`src/rtl/calendar_date_difference_unit_macros.svh`:
```
// Assertion macros for the calendar date difference unit.
// Each macro samples on clk_i and is disabled while rst_ni is low.
`ifndef CALENDAR_DATE_DIFFERENCE_UNIT_MACROS_SVH
`define CALENDAR_DATE_DIFFERENCE_UNIT_MACROS_SVH

// Check a property at every clock edge outside reset.
`define CDD_ASSERT(name, prop, msg) \
  name: assert property (@(posedge clk_i) disable iff (!rst_ni) (prop)) else $error(msg);

// Check that a condition in one cycle implies a consequence in the next.
`define CDD_ASSERT_NEXT(name, cond, cons, msg) \
  name: assert property (@(posedge clk_i) disable iff (!rst_ni) (cond) |=> (cons)) \
    else $error(msg);

`endif

```
`src/rtl/cdd_pkg.sv`:
```
`default_nettype none

package cdd_pkg;

  // Borrow amounts for the time-of-day and month fields
  localparam logic signed [9:0] SecPerMin   = 10'sd60;
  localparam logic signed [9:0] MinPerHour  = 10'sd60;
  localparam logic signed [9:0] HourPerDay  = 10'sd24;
  localparam logic signed [9:0] MonPerYear  = 10'sd12;

  // Divisibility by 25 through the multiplicative inverse modulo 2^16
  localparam logic [15:0] InvTwentyFive = 16'd23593;
  localparam logic [15:0] Div25Max      = 16'd2621;

  // Month count and month lengths for a common year, index 0 is January
  localparam int unsigned NumMonths = 12;
  localparam logic [3:0]  February  = 4'd1;
  localparam logic [4:0]  LongMonth = 5'd31;
  localparam logic [4:0]  LeapFeb   = 5'd29;
  localparam logic [4:0]  MonthLen [NumMonths] = '{
    5'd31, 5'd28, 5'd31, 5'd30, 5'd31, 5'd30,
    5'd31, 5'd31, 5'd30, 5'd31, 5'd30, 5'd31
  };

  // Gregorian leap-year rule on an unsigned 16-bit year
  function automatic logic is_leap(input logic [15:0] year);
    logic [15:0] prod;
    logic        div4;
    logic        div16;
    logic        div25;
    prod  = year * InvTwentyFive;
    div4  = (year[1:0] == 2'd0);
    div16 = (year[3:0] == 4'd0);
    div25 = (prod <= Div25Max);
    return div4 && (!div25 || div16);
  endfunction

  // Length of the month before the given month; January and out-of-range
  // months look back to a 31-day month
  function automatic logic [4:0] prev_month_len(input logic [3:0] month, input logic leap);
    logic [3:0] prev;
    logic [4:0] len;
    prev = month - 4'd1;
    if ((month == 4'd0) || (month > 4'(NumMonths))) begin
      len = LongMonth;
    end else if ((prev == February) && leap) begin
      len = LeapFeb;
    end else begin
      len = MonthLen[prev];
    end
    return len;
  endfunction

endpackage

`default_nettype wire

```
`src/rtl/calendar_date_difference_unit.sv`:
```
`default_nettype none

`include "calendar_date_difference_unit_macros.svh"

// Calendar date difference unit. Give it two broken-down timestamps with
// start high; busy stays low, so a new pair may be issued in every cycle.
// Each result appears on the diff ports with done_o high for one cycle: the
// input register and then the result register lie between a start beat and
// its result, and the borrow chain between them (with a 16-bit multiply per
// year for the leap-year check) is combinational, which keeps the rate of one
// pair per cycle. The receiver cannot stall, so it must take every done_o
// beat as it comes. The result is signed: when the first timestamp is later
// than the second, every field comes out negated; the days field may stay
// negative.
module calendar_date_difference_unit (
  input  wire logic        clk_i,
  input  wire logic        rst_ni,
  input  wire logic        start,
  output logic             busy,
  input  wire logic [15:0] from_year_i,
  input  wire logic [3:0]  from_month_i,
  input  wire logic [4:0]  from_day_i,
  input  wire logic [4:0]  from_hour_i,
  input  wire logic [5:0]  from_minute_i,
  input  wire logic [5:0]  from_second_i,
  input  wire logic [15:0] till_year_i,
  input  wire logic [3:0]  till_month_i,
  input  wire logic [4:0]  till_day_i,
  input  wire logic [4:0]  till_hour_i,
  input  wire logic [5:0]  till_minute_i,
  input  wire logic [5:0]  till_second_i,
  output logic             done_o,
  output logic signed [16:0] diff_years_o,
  output logic signed [4:0]  diff_months_o,
  output logic signed [6:0]  diff_days_o,
  output logic signed [5:0]  diff_hours_o,
  output logic signed [6:0]  diff_minutes_o,
  output logic signed [6:0]  diff_seconds_o
);
  import cdd_pkg::*;

  logic        valid_q;
  logic [15:0] fy_q, ty_q;
  logic [3:0]  fmo_q, tmo_q;
  logic [4:0]  fd_q, td_q;
  logic [4:0]  fh_q, th_q;
  logic [5:0]  fmi_q, tmi_q;
  logic [5:0]  fs_q, ts_q;

  logic        accept;
  logic        rev;
  logic [15:0] a_y, b_y;
  logic [3:0]  a_mo, b_mo;
  logic [4:0]  a_d, b_d, a_h, b_h;
  logic [5:0]  a_mi, b_mi, a_s, b_s;
  logic        b_leap;
  logic [4:0]  plen;

  logic signed [9:0]  sec_raw, sec_r, min_raw, min_r, hr_raw, hr_r;
  logic signed [9:0]  day_raw, day_r, mon_raw, mon_r;
  logic signed [17:0] yr_r;
  logic signed [9:0]  sec_v, min_v, hr_v, day_v, mon_v;
  logic signed [17:0] yr_v;

  logic               done_q;
  logic signed [16:0] diff_years_q, diff_years_d;
  logic signed [4:0]  diff_months_q, diff_months_d;
  logic signed [6:0]  diff_days_q, diff_days_d;
  logic signed [5:0]  diff_hours_q, diff_hours_d;
  logic signed [6:0]  diff_minutes_q, diff_minutes_d;
  logic signed [6:0]  diff_seconds_q, diff_seconds_d;

  // Take a beat in every cycle
  assign busy   = 1'b0;
  assign accept = start && !busy;

  // Track whether the input register holds a live beat
  always_ff @(posedge clk_i or negedge rst_ni) begin
    if (!rst_ni) begin
      valid_q <= 1'b0;
    end else begin
      valid_q <= accept;
    end
  end

  // Capture the two timestamps
  always_ff @(posedge clk_i) begin
    if (accept) begin
      fy_q  <= from_year_i;
      fmo_q <= from_month_i;
      fd_q  <= from_day_i;
      fh_q  <= from_hour_i;
      fmi_q <= from_minute_i;
      fs_q  <= from_second_i;
      ty_q  <= till_year_i;
      tmo_q <= till_month_i;
      td_q  <= till_day_i;
      th_q  <= till_hour_i;
      tmi_q <= till_minute_i;
      ts_q  <= till_second_i;
    end
  end

  // Order the pair: the fields concatenate into one lexicographic key
  always_comb begin
    rev  = {fy_q, fmo_q, fd_q, fh_q, fmi_q, fs_q} > {ty_q, tmo_q, td_q, th_q, tmi_q, ts_q};
    a_y  = rev ? ty_q  : fy_q;
    a_mo = rev ? tmo_q : fmo_q;
    a_d  = rev ? td_q  : fd_q;
    a_h  = rev ? th_q  : fh_q;
    a_mi = rev ? tmi_q : fmi_q;
    a_s  = rev ? ts_q  : fs_q;
    b_y  = rev ? fy_q  : ty_q;
    b_mo = rev ? fmo_q : tmo_q;
    b_d  = rev ? fd_q  : td_q;
    b_h  = rev ? fh_q  : th_q;
    b_mi = rev ? fmi_q : tmi_q;
    b_s  = rev ? fs_q  : ts_q;
  end

  // Look up the month before the later date's month; check both years in
  // parallel so the multiply stays off the swap path
  always_comb begin
    b_leap = rev ? is_leap(fy_q) : is_leap(ty_q);
    plen   = prev_month_len(b_mo, b_leap);
  end

  // Subtract field by field, borrowing into the next field up
  always_comb begin
    sec_raw = $signed({4'd0, b_s}) - $signed({4'd0, a_s});
    sec_r   = sec_raw[9] ? sec_raw + SecPerMin : sec_raw;

    min_raw = $signed({4'd0, b_mi}) - $signed({4'd0, a_mi}) - $signed({9'd0, sec_raw[9]});
    min_r   = min_raw[9] ? min_raw + MinPerHour : min_raw;

    hr_raw  = $signed({5'd0, b_h}) - $signed({5'd0, a_h}) - $signed({9'd0, min_raw[9]});
    hr_r    = hr_raw[9] ? hr_raw + HourPerDay : hr_raw;

    day_raw = $signed({5'd0, b_d}) - $signed({5'd0, a_d}) - $signed({9'd0, hr_raw[9]});
    day_r   = day_raw[9] ? day_raw + $signed({5'd0, plen}) : day_raw;

    mon_raw = $signed({6'd0, b_mo}) - $signed({6'd0, a_mo}) - $signed({9'd0, day_raw[9]});
    mon_r   = mon_raw[9] ? mon_raw + MonPerYear : mon_raw;

    yr_r    = $signed({2'd0, b_y}) - $signed({2'd0, a_y}) - $signed({17'd0, mon_raw[9]});
  end

  // Negate a swapped result and wrap each field to its port width
  always_comb begin
    sec_v = rev ? -sec_r : sec_r;
    min_v = rev ? -min_r : min_r;
    hr_v  = rev ? -hr_r  : hr_r;
    day_v = rev ? -day_r : day_r;
    mon_v = rev ? -mon_r : mon_r;
    yr_v  = rev ? -yr_r  : yr_r;

    diff_seconds_d = sec_v[6:0];
    diff_minutes_d = min_v[6:0];
    diff_hours_d   = hr_v[5:0];
    diff_days_d    = day_v[6:0];
    diff_months_d  = mon_v[4:0];
    diff_years_d   = yr_v[16:0];
  end

  // Strobe each result for one cycle
  always_ff @(posedge clk_i or negedge rst_ni) begin
    if (!rst_ni) begin
      done_q <= 1'b0;
    end else begin
      done_q <= valid_q;
    end
  end

  // Load the result register only from a live beat
  always_ff @(posedge clk_i or negedge rst_ni) begin
    if (!rst_ni) begin
      diff_years_q   <= '0;
      diff_months_q  <= '0;
      diff_days_q    <= '0;
      diff_hours_q   <= '0;
      diff_minutes_q <= '0;
      diff_seconds_q <= '0;
    end else if (valid_q) begin
      diff_years_q   <= diff_years_d;
      diff_months_q  <= diff_months_d;
      diff_days_q    <= diff_days_d;
      diff_hours_q   <= diff_hours_d;
      diff_minutes_q <= diff_minutes_d;
      diff_seconds_q <= diff_seconds_d;
    end
  end

  assign done_o         = done_q;
  assign diff_years_o   = diff_years_q;
  assign diff_months_o  = diff_months_q;
  assign diff_days_o    = diff_days_q;
  assign diff_hours_o   = diff_hours_q;
  assign diff_minutes_o = diff_minutes_q;
  assign diff_seconds_o = diff_seconds_q;

  // Every accepted beat reaches the input stage, then the result strobe
  `CDD_ASSERT_NEXT(a_accept_fills, accept, valid_q, "accepted beat not registered")
  `CDD_ASSERT(a_done_follows, done_o == $past(valid_q), "result strobe out of step")
  `CDD_ASSERT_NEXT(a_result_holds, !valid_q, $stable(diff_years_o) && $stable(diff_days_o),
    "result changed without a beat")

endmodule

`default_nettype wire

```
`config.mk`:
```
export PLATFORM = sky130hd
export DESIGN_NAME = calendar_date_difference_unit
export DESIGN_NICKNAME = d
export VERILOG_FILES = /design/src/rtl/cdd_pkg.sv /design/src/rtl/calendar_date_difference_unit.sv
export VERILOG_INCLUDE_DIRS = /design/src /design/src/rtl
export SDC_FILE = /design/constraint.sdc
export NUM_CORES = 1
export LEC_CHECK = 0
export BUFFER_PORTS_ARGS = -buffer_cell sky130_fd_sc_hd__buf_2
export CAP_MARGIN = 30
export CORE_AREA = 2 2 187 189
export DETAILED_ROUTE_END_ITERATION = 6
export DIE_AREA = 0 0 189 191
export SYNTH_ARGS = -nofsm -noshare
export SYNTH_HDL_FRONTEND = slang
export SYNTH_SLANG_ARGS = --single-unit
```
`constraint.sdc`:
```
create_clock -name clk_i -period 27.7 [get_ports clk_i]
set_input_delay 5.54 -clock clk_i [delete_from_list [all_inputs] [get_ports clk_i]]
set_output_delay 5.54 -clock clk_i [all_outputs]
set_load 0.01 [all_outputs]
```
==> flow_summary.json, run 1 <==
{
  "fp.dieH_um": 191,
  "power.leakage_nw": 7.07,
  "ff_latch_area_mm2": 0.00380,
  "cts_tree": "done",
  "report.final.hold_viol_count": 0,
  "worst-slew-pin-transition_ns": 0.982,
  "synthDominantCellAreaShare_pct": 18.9,
  "drt_pre_antenna_iters": 6,
  "synth-edff-count": 84,
  "status": "complete, no violations",
  "top_post_synthesis_cells_by_count": "inv_1, ha_1, a21oi_1",
  "via_per_inst": 5.33,
  "core.rowCount": 68,
  "clock_insertion_delay_worst_skew_ns": 0.44,
  "yosysTopAreaCell": "ha_1",
  "slew_violations": 0,
  "tns_ns": 0,
  "clkSinkCount": 135,
  "synth.net_count": 1817,
  "detail_route.wl_per_cell_um": 17.1,
  "yosys.cell_types.count": 90,
  "max_clock_freq_ghz": 0.0889,
  "buffer_ports.inserted": 136,
  "detailroute.via_count": 11100,
  "hold_buffers": 0,
  "placedCellCount": 2044,
  "worstSetupStartpointType": "flop",
  "first_global_vias": 10800,
  "drt-initial-drc-count": 629,
  "fin_worst_skew_ns": 0.0148,
  "initial_cell_density_of_the_core_pct": 39.7,
  "ir_drop_mv": 0.0636,
  "die_width_um": 189,
  "cts_inserted_buffers": 17,
  "cells_after_synth": 1486,
  "fin_crit_ns": 11.24,
  "crit_path_frequent_cell": "ha_1",
  "synth.most_common_cell": "inv_1",
  "cp_max_fo": 13,
  "syn_to_final_growth_pct": 12.7,
  "groute.usage.overall_pct": 20.1,
  "hold_path.class": "flop to flop",
  "fraction_of_the_cycle_the_final_worst_path_needs_pct": 40.6,
  "core_area_mm2": 0.0341,
  "postRouteWirelength_um": 35600,
  "dieArea_mm2": 0.0361,
  "synth.yosys.warnings": 0,
  "cell_types_with_the_largest_area_share_after_synthesis": "ha_1, edfxtp_1, dfrtp_1",
  "multiInputGateArea_mm2": 0.00864,
  "number_of_antenna_violations_at_the_first_check_in_global_routing": 0,
  "drc_errors": 0,
  "timing.critical_path.to_type": "flop",
  "num_antenna_cells": 0,
  "cpMaxStageDelayCell": "and4_1",
  "max-clock-path-buffers": 2,
  "postSynth.asyncResetShare_pct": 37.8,
  "critPathKind": "flop to flop",
  "cap_violations": 0,
  "overflow_left_after_global_routing": 0,
  "fraction_of_layout_instances_using_a_drive_strength_above_1_pct": 13.1,
  "cts_resized": 0,
  "met3_usage_pct": 3.32,
  "rsz0062_at_grt": "no",
  "ys_seq_elements": 135,
  "max_slew_margin_pct": 33.7,
  "grt-busiest-layer": "met2",
  "setup-violations-final": 0,
  "dp_hpwl_um": 28400,
  "max_stage_delay_ns": 0.76,
  "root_buffer": "clkbuf_16",
  "power_density_mw_per_mm2": 88.4,
  "cts-htree-levels": 4,
  "drt.antenna.violating_nets": 0,
  "fraction_of_met1_tracks_used_by_global_routing_pct": 25.4,
  "critPathArrivalTime_ns": 11.56,
  "synth_area_per_cell_um2": 9.11,
  "io_pins": 138,
  "ff2ff_setup_slack_ns": 16.46,
  "worst_hold_slack_ns": 0.487,
  "layout.filler_cells": 3330,
  "clkTransAtPathRegs_ns": 0.06,
  "design.final.nets": 1940,
  "global_routing_usage_on_met2_pct": 35.9,
  "seq_area_frac_synth_pct": 28.1,
  "gp_congestion": 0.876,
  "grt_first_pass_wirelength_um": 56500,
  "cts_post_setup_buffers_inserted": 0,
  "worst_ep_required_time_ns": 28.02,
  "fin_cells": 2077,
  "largest_net_degree_at_the_start_of_global_routing": 76,
  "synth_flop_cell": "edfxtp_1",
  "post_synth_instance_area_mm2": 0.0135
}
==> layout by cell type, fill, tap and decap left out, types with 37 or more instances in the layout <==
cell type	count
xnor2_1	86
buf_2	135
a21oi_1	111
dfrtp_1	50
ha_1	205
edfxtp_1	84
fa_1	39
o21ai_0	37
inv_1	242
nand2_1	62
nor2_1	99
==> metrics by stage <==
step	cell area [µm²]	setup WS, ns	utilization, %	power, mW
final	15200	16.46	44.7	1.35
after global routing	15200	15.36	44.7	1.47
after CTS	15200	16.63	44.6	1.36
after detailed placement	14700	16.71	43.0	1.13
after global placement	14700	16.99	43.0	1.12
after floorplan	13500	18.31	-	0.904
==> per-layer routing <==
| metal | wire length, µm | share of wire, % | vias to the layer above |
|---|---|---|---|
| li1 | - | - | 5481 |
| met5 | 0 | 0 | - |
| met1 | 15900 | 45 | 5313 |
| met3 | 1330 | 3.7 | 31 |
| met2 | 17900 | 50 | 247 |
| met4 | 455 | 1.3 | 0 |
==> cell families after synthesis <==
family | count (synthesis) | share of synthesized area, %
fa+ha+maj | 244 | 24.7
mux | 16 | 1.30
compound gates | 321 | 15.7
flops | 135 | 28.1
buf+inv | 284 | 8.17
xor+xnor | 122 | 7.89
other cells | 1 | 0.0277
simple gates | 363 | 14.1
==> worst max-delay path, delay by kind of cell, from the launching register on <==
kind / cells / cell delay [ns]
AOI/OAI and AO/OA: 11 / 2.81
xor gates and xnor gates: 1 / 0.14
adders and majority gates: 9 / 2.21
buffers and inverters: 5 / 0.50
DFF: 1 / 0.49
muxes: 1 / 0.13
and+or+nand+nor: 20 / 4.83
==> registers in the layout (all words and copies together) (netlist names), 6 cells and up <==
register,cells
fmi_q,6
ty_q,16
diff_minutes_o,7
fs_q,6
diff_seconds_o,7
tmi_q,6
diff_hours_o,6
ts_q,6
diff_years_o,17
fy_q,16
diff_days_o,7
==> report_power, final <==
part | internal, mW | switching [mW] | total [mW]
Sequential | 0.261 | 0.0340 | 0.295
Clock | 0.126 | 0.0926 | 0.218
Combinational | 0.358 | 0.476 | 0.835
==> final timing paths <==
| check | start | end | cells after the start |
|---|---|---|---|
| setup reg to reg | ty_q[2] | diff_years_o[16] | 47 |
| setup / recovery | ty_q[2] | diff_years_o[16] | 47 |
| hold reg to reg | diff_years_o[0] | diff_years_o[0] | 2 |
| hold / removal | diff_years_o[0] | diff_years_o[0] | 2 |
| max in group asynchronous | rst_ni | valid_q | 2 |
| min in group asynchronous | rst_ni | done_o | 2 |
==> final cells by class <==
| type | count | area share, % |
|---|---|---|
| multi-input cells | 1067 | 56.7 |
| well taps | 455 | 3.73 |
| clock inverters | 9 | 0.443 |
| flip-flops and latches | 135 | 24.9 |
| clock buffers | 23 | 3.22 |
| inverters | 243 | 5.98 |
| repair buffers | 145 | 5.05 |
No activity file was read; power rests on OpenSTA's default activity.
==> inputs of run 2 (changes only) <==
==> constraint.sdc (replaced) <==
create_clock -name clk_i -period 9.07 [get_ports clk_i]
set_input_delay 1.814 -clock clk_i [delete_from_list [all_inputs] [get_ports clk_i]]
set_output_delay 1.814 -clock clk_i [all_outputs]
set_load 0.01 [all_outputs]
==> run 2 against run 1 <==
Net effect:
- sequential power rose to 3.0 times the previous value
- highest routed layer unchanged
- clock power grew to 3.4 times the previous value
- design area up 14%
- global-route usage rose by 1.1 points
- first-iteration DRC count up 8.6%
- routed wire length rose by 6.1%
- count of clock-buffer cells in the layout is 4 lower
- critical path type unchanged
- maximum frequency rose by 26%
- die area did not move
==> flow_summary.json, run 2 (synthesized netlist as in run 1, its figures left out) <==
{
  "status": "complete, no violations",
  "power_density_mw_per_mm2": 259,
  "postRouteWirelength_um": 37700,
  "drt_pre_antenna_iters": 5,
  "largest_register_ffs": 17,
  "core.rowCount": 68,
  "final_core_util_pct": 50.7,
  "syn_to_final_growth_pct": 27.9,
  "die_width_um": 189,
  "crit_path_frequent_cell": "ha_4",
  "io_pins": 138,
  "placedCellCount": 2232,
  "critPathTopFamily": "simple AND/OR/NAND/NOR gates",
  "worstSetupStartpointType": "flop",
  "initial_cell_density_of_the_core_pct": 39.7,
  "dp_hpwl_um": 29600,
  "postLayoutCellArea_mm2": 0.0173,
  "number_of_antenna_violations_at_the_first_check_in_global_routing": 0,
  "dieArea_mm2": 0.0361,
  "max_stage_delay_ns": 0.45,
  "overflow_left_after_global_routing": 0,
  "drt-initial-drc-count": 683,
  "cp_max_fo": 4,
  "clkTransAtPathRegs_ns": 0.07,
  "fin_crit_ns": 8.89,
  "drc_errors": 0,
  "gp_congestion": 0.895,
  "critPathArrivalTime_ns": 9.21,
  "clkSinkCount": 135,
  "preCtsSetupSlack_ns": -0.400,
  "ir_drop_mv": 0.160,
  "drt.antenna.violating_nets": 0,
  "setup-violations-final": 0,
  "buffer_ports.inserted": 136,
  "fin_cells": 2295,
  "cap_violations": 0,
  "grt_first_pass_wirelength_um": 59500,
  "fin_worst_skew_ns": 0.0106,
  "via_per_inst": 5.17,
  "layout_setup_ws_ns": 0.178,
  "detail_route.wl_per_cell_um": 16.4,
  "power.leakage_nw": 8.19,
  "cpMaxStageDelayCell": "edfxtp_1",
  "root_buffer": "clkbuf_16",
  "largest_net_degree_at_the_start_of_global_routing": 76,
  "report.final.hold_viol_count": 0,
  "final_common_cell": "inv_1",
  "num_antenna_cells": 0,
  "placed_cell_area_mm2": 0.0161,
  "timing.critical_path.to_type": "flop",
  "rsz0062_at_grt": "yes",
  "worst_hold_slack_ns": 0.495,
  "first_global_vias": 11600,
  "fp.dieH_um": 191,
  "groute.usage.overall_pct": 21.2,
  "layout.filler_cells": 3151,
  "design.final.nets": 2158,
  "max-clock-path-buffers": 2,
  "most_frequent_cells_in_the_layout": "inv_1, buf_4, ha_1, buf_2, a21oi_1",
  "core_area_mm2": 0.0341,
  "cts_tree": "done",
  "hold_buffers": 0,
  "clock_insertion_delay_worst_skew_ns": 0.45,
  "cts-htree-levels": 4,
  "worst-slew-pin-transition_ns": 0.980,
  "detailroute.via_count": 11900,
  "max_slew_margin_pct": 34.6,
  "worst_ep_required_time_ns": 9.39,
  "fraction_of_layout_instances_using_a_drive_strength_above_1_pct": 26.5,
  "critical_path.n_buffers_inverters": 7,
  "hold_path.class": "flop to flop",
  "fraction_of_the_cycle_the_final_worst_path_needs_pct": 98.0,
  "critPathKind": "flop to flop",
  "cts_inserted_buffers": 17,
  "slew_violations": 0,
  "max_clock_freq_ghz": 0.112
}
## run 2: worst reg2reg max path: cells and delay by family (launching register included)
kind | cells | cell delay [ns]
fa+ha+maj | 10 | 2.12
simple gates | 18 | 3.20
compound gates | 14 | 2.12
buf+inv | 7 | 0.84
flops | 1 | 0.45
## run 2: per-stage QoR
step	setup TNS (ns)	power, mW
6_report	0	4.48
4_1_cts	0	4.47
2_1_floorplan	0	2.77
5_1_grt	-1.89	4.89
3_3_place_gp	-0.670	3.58
3_5_place_dp	-2.40	3.64
## run 2: worst paths after layout
path,startpoint,cells after the start,to,slack [ns]
max,fy_q[10],49,diff_years_o[16],0.18
min,diff_minutes_o[0],2,diff_minutes_o[0],0.50
max reg2reg,fy_q[10],49,diff_years_o[16],0.18
min reg2reg,diff_minutes_o[0],2,diff_minutes_o[0],0.50
max in group asynchronous,rst_ni,2,valid_q,6.97
min in group asynchronous,rst_ni,2,diff_years_o[12],1.52
## run 2: repair_timing
item                                   CTS  global route
setup buffers                           12            20
endpoints found under the hold margin    0             0
resized for setup                       30            43
setup endpoints to repair               10            12
pin swaps                               24            45
## run 2: metal layers
metal	vias to the layer above	routed length (µm)	global-route usage (%)
met5	-	0	0
met4	0	779	6.52
met3	40	1270	2.74
met2	272	18700	37.4
met1	5642	17000	26.8
li1	5904	-	-
## run 2: power breakdown
| part | leakage (nW) | switching [mW] | total (mW) | internal (mW) |
|---|---|---|---|---|
| Combinational | 6.48 | 1.53 | 2.86 | 1.33 |
| Sequential | 1.41 | 0.0851 | 0.882 | 0.797 |
| Clock | 0.294 | 0.285 | 0.744 | 0.459 |
| Total | 8.19 | 1.90 | 4.48 | 2.58 |
## run 2: final cells by class
cell class                 instances  area (µm²)  area share, %
clock buffer                      19         433           2.50
clock inverter                    13         179           1.03
inverter                         243         912           5.27
multi-input combinational       1067        9020           52.1
sequential                       135        3800           22.0
tap                              455         569           3.29
timing repair buffer             363        2400           13.9
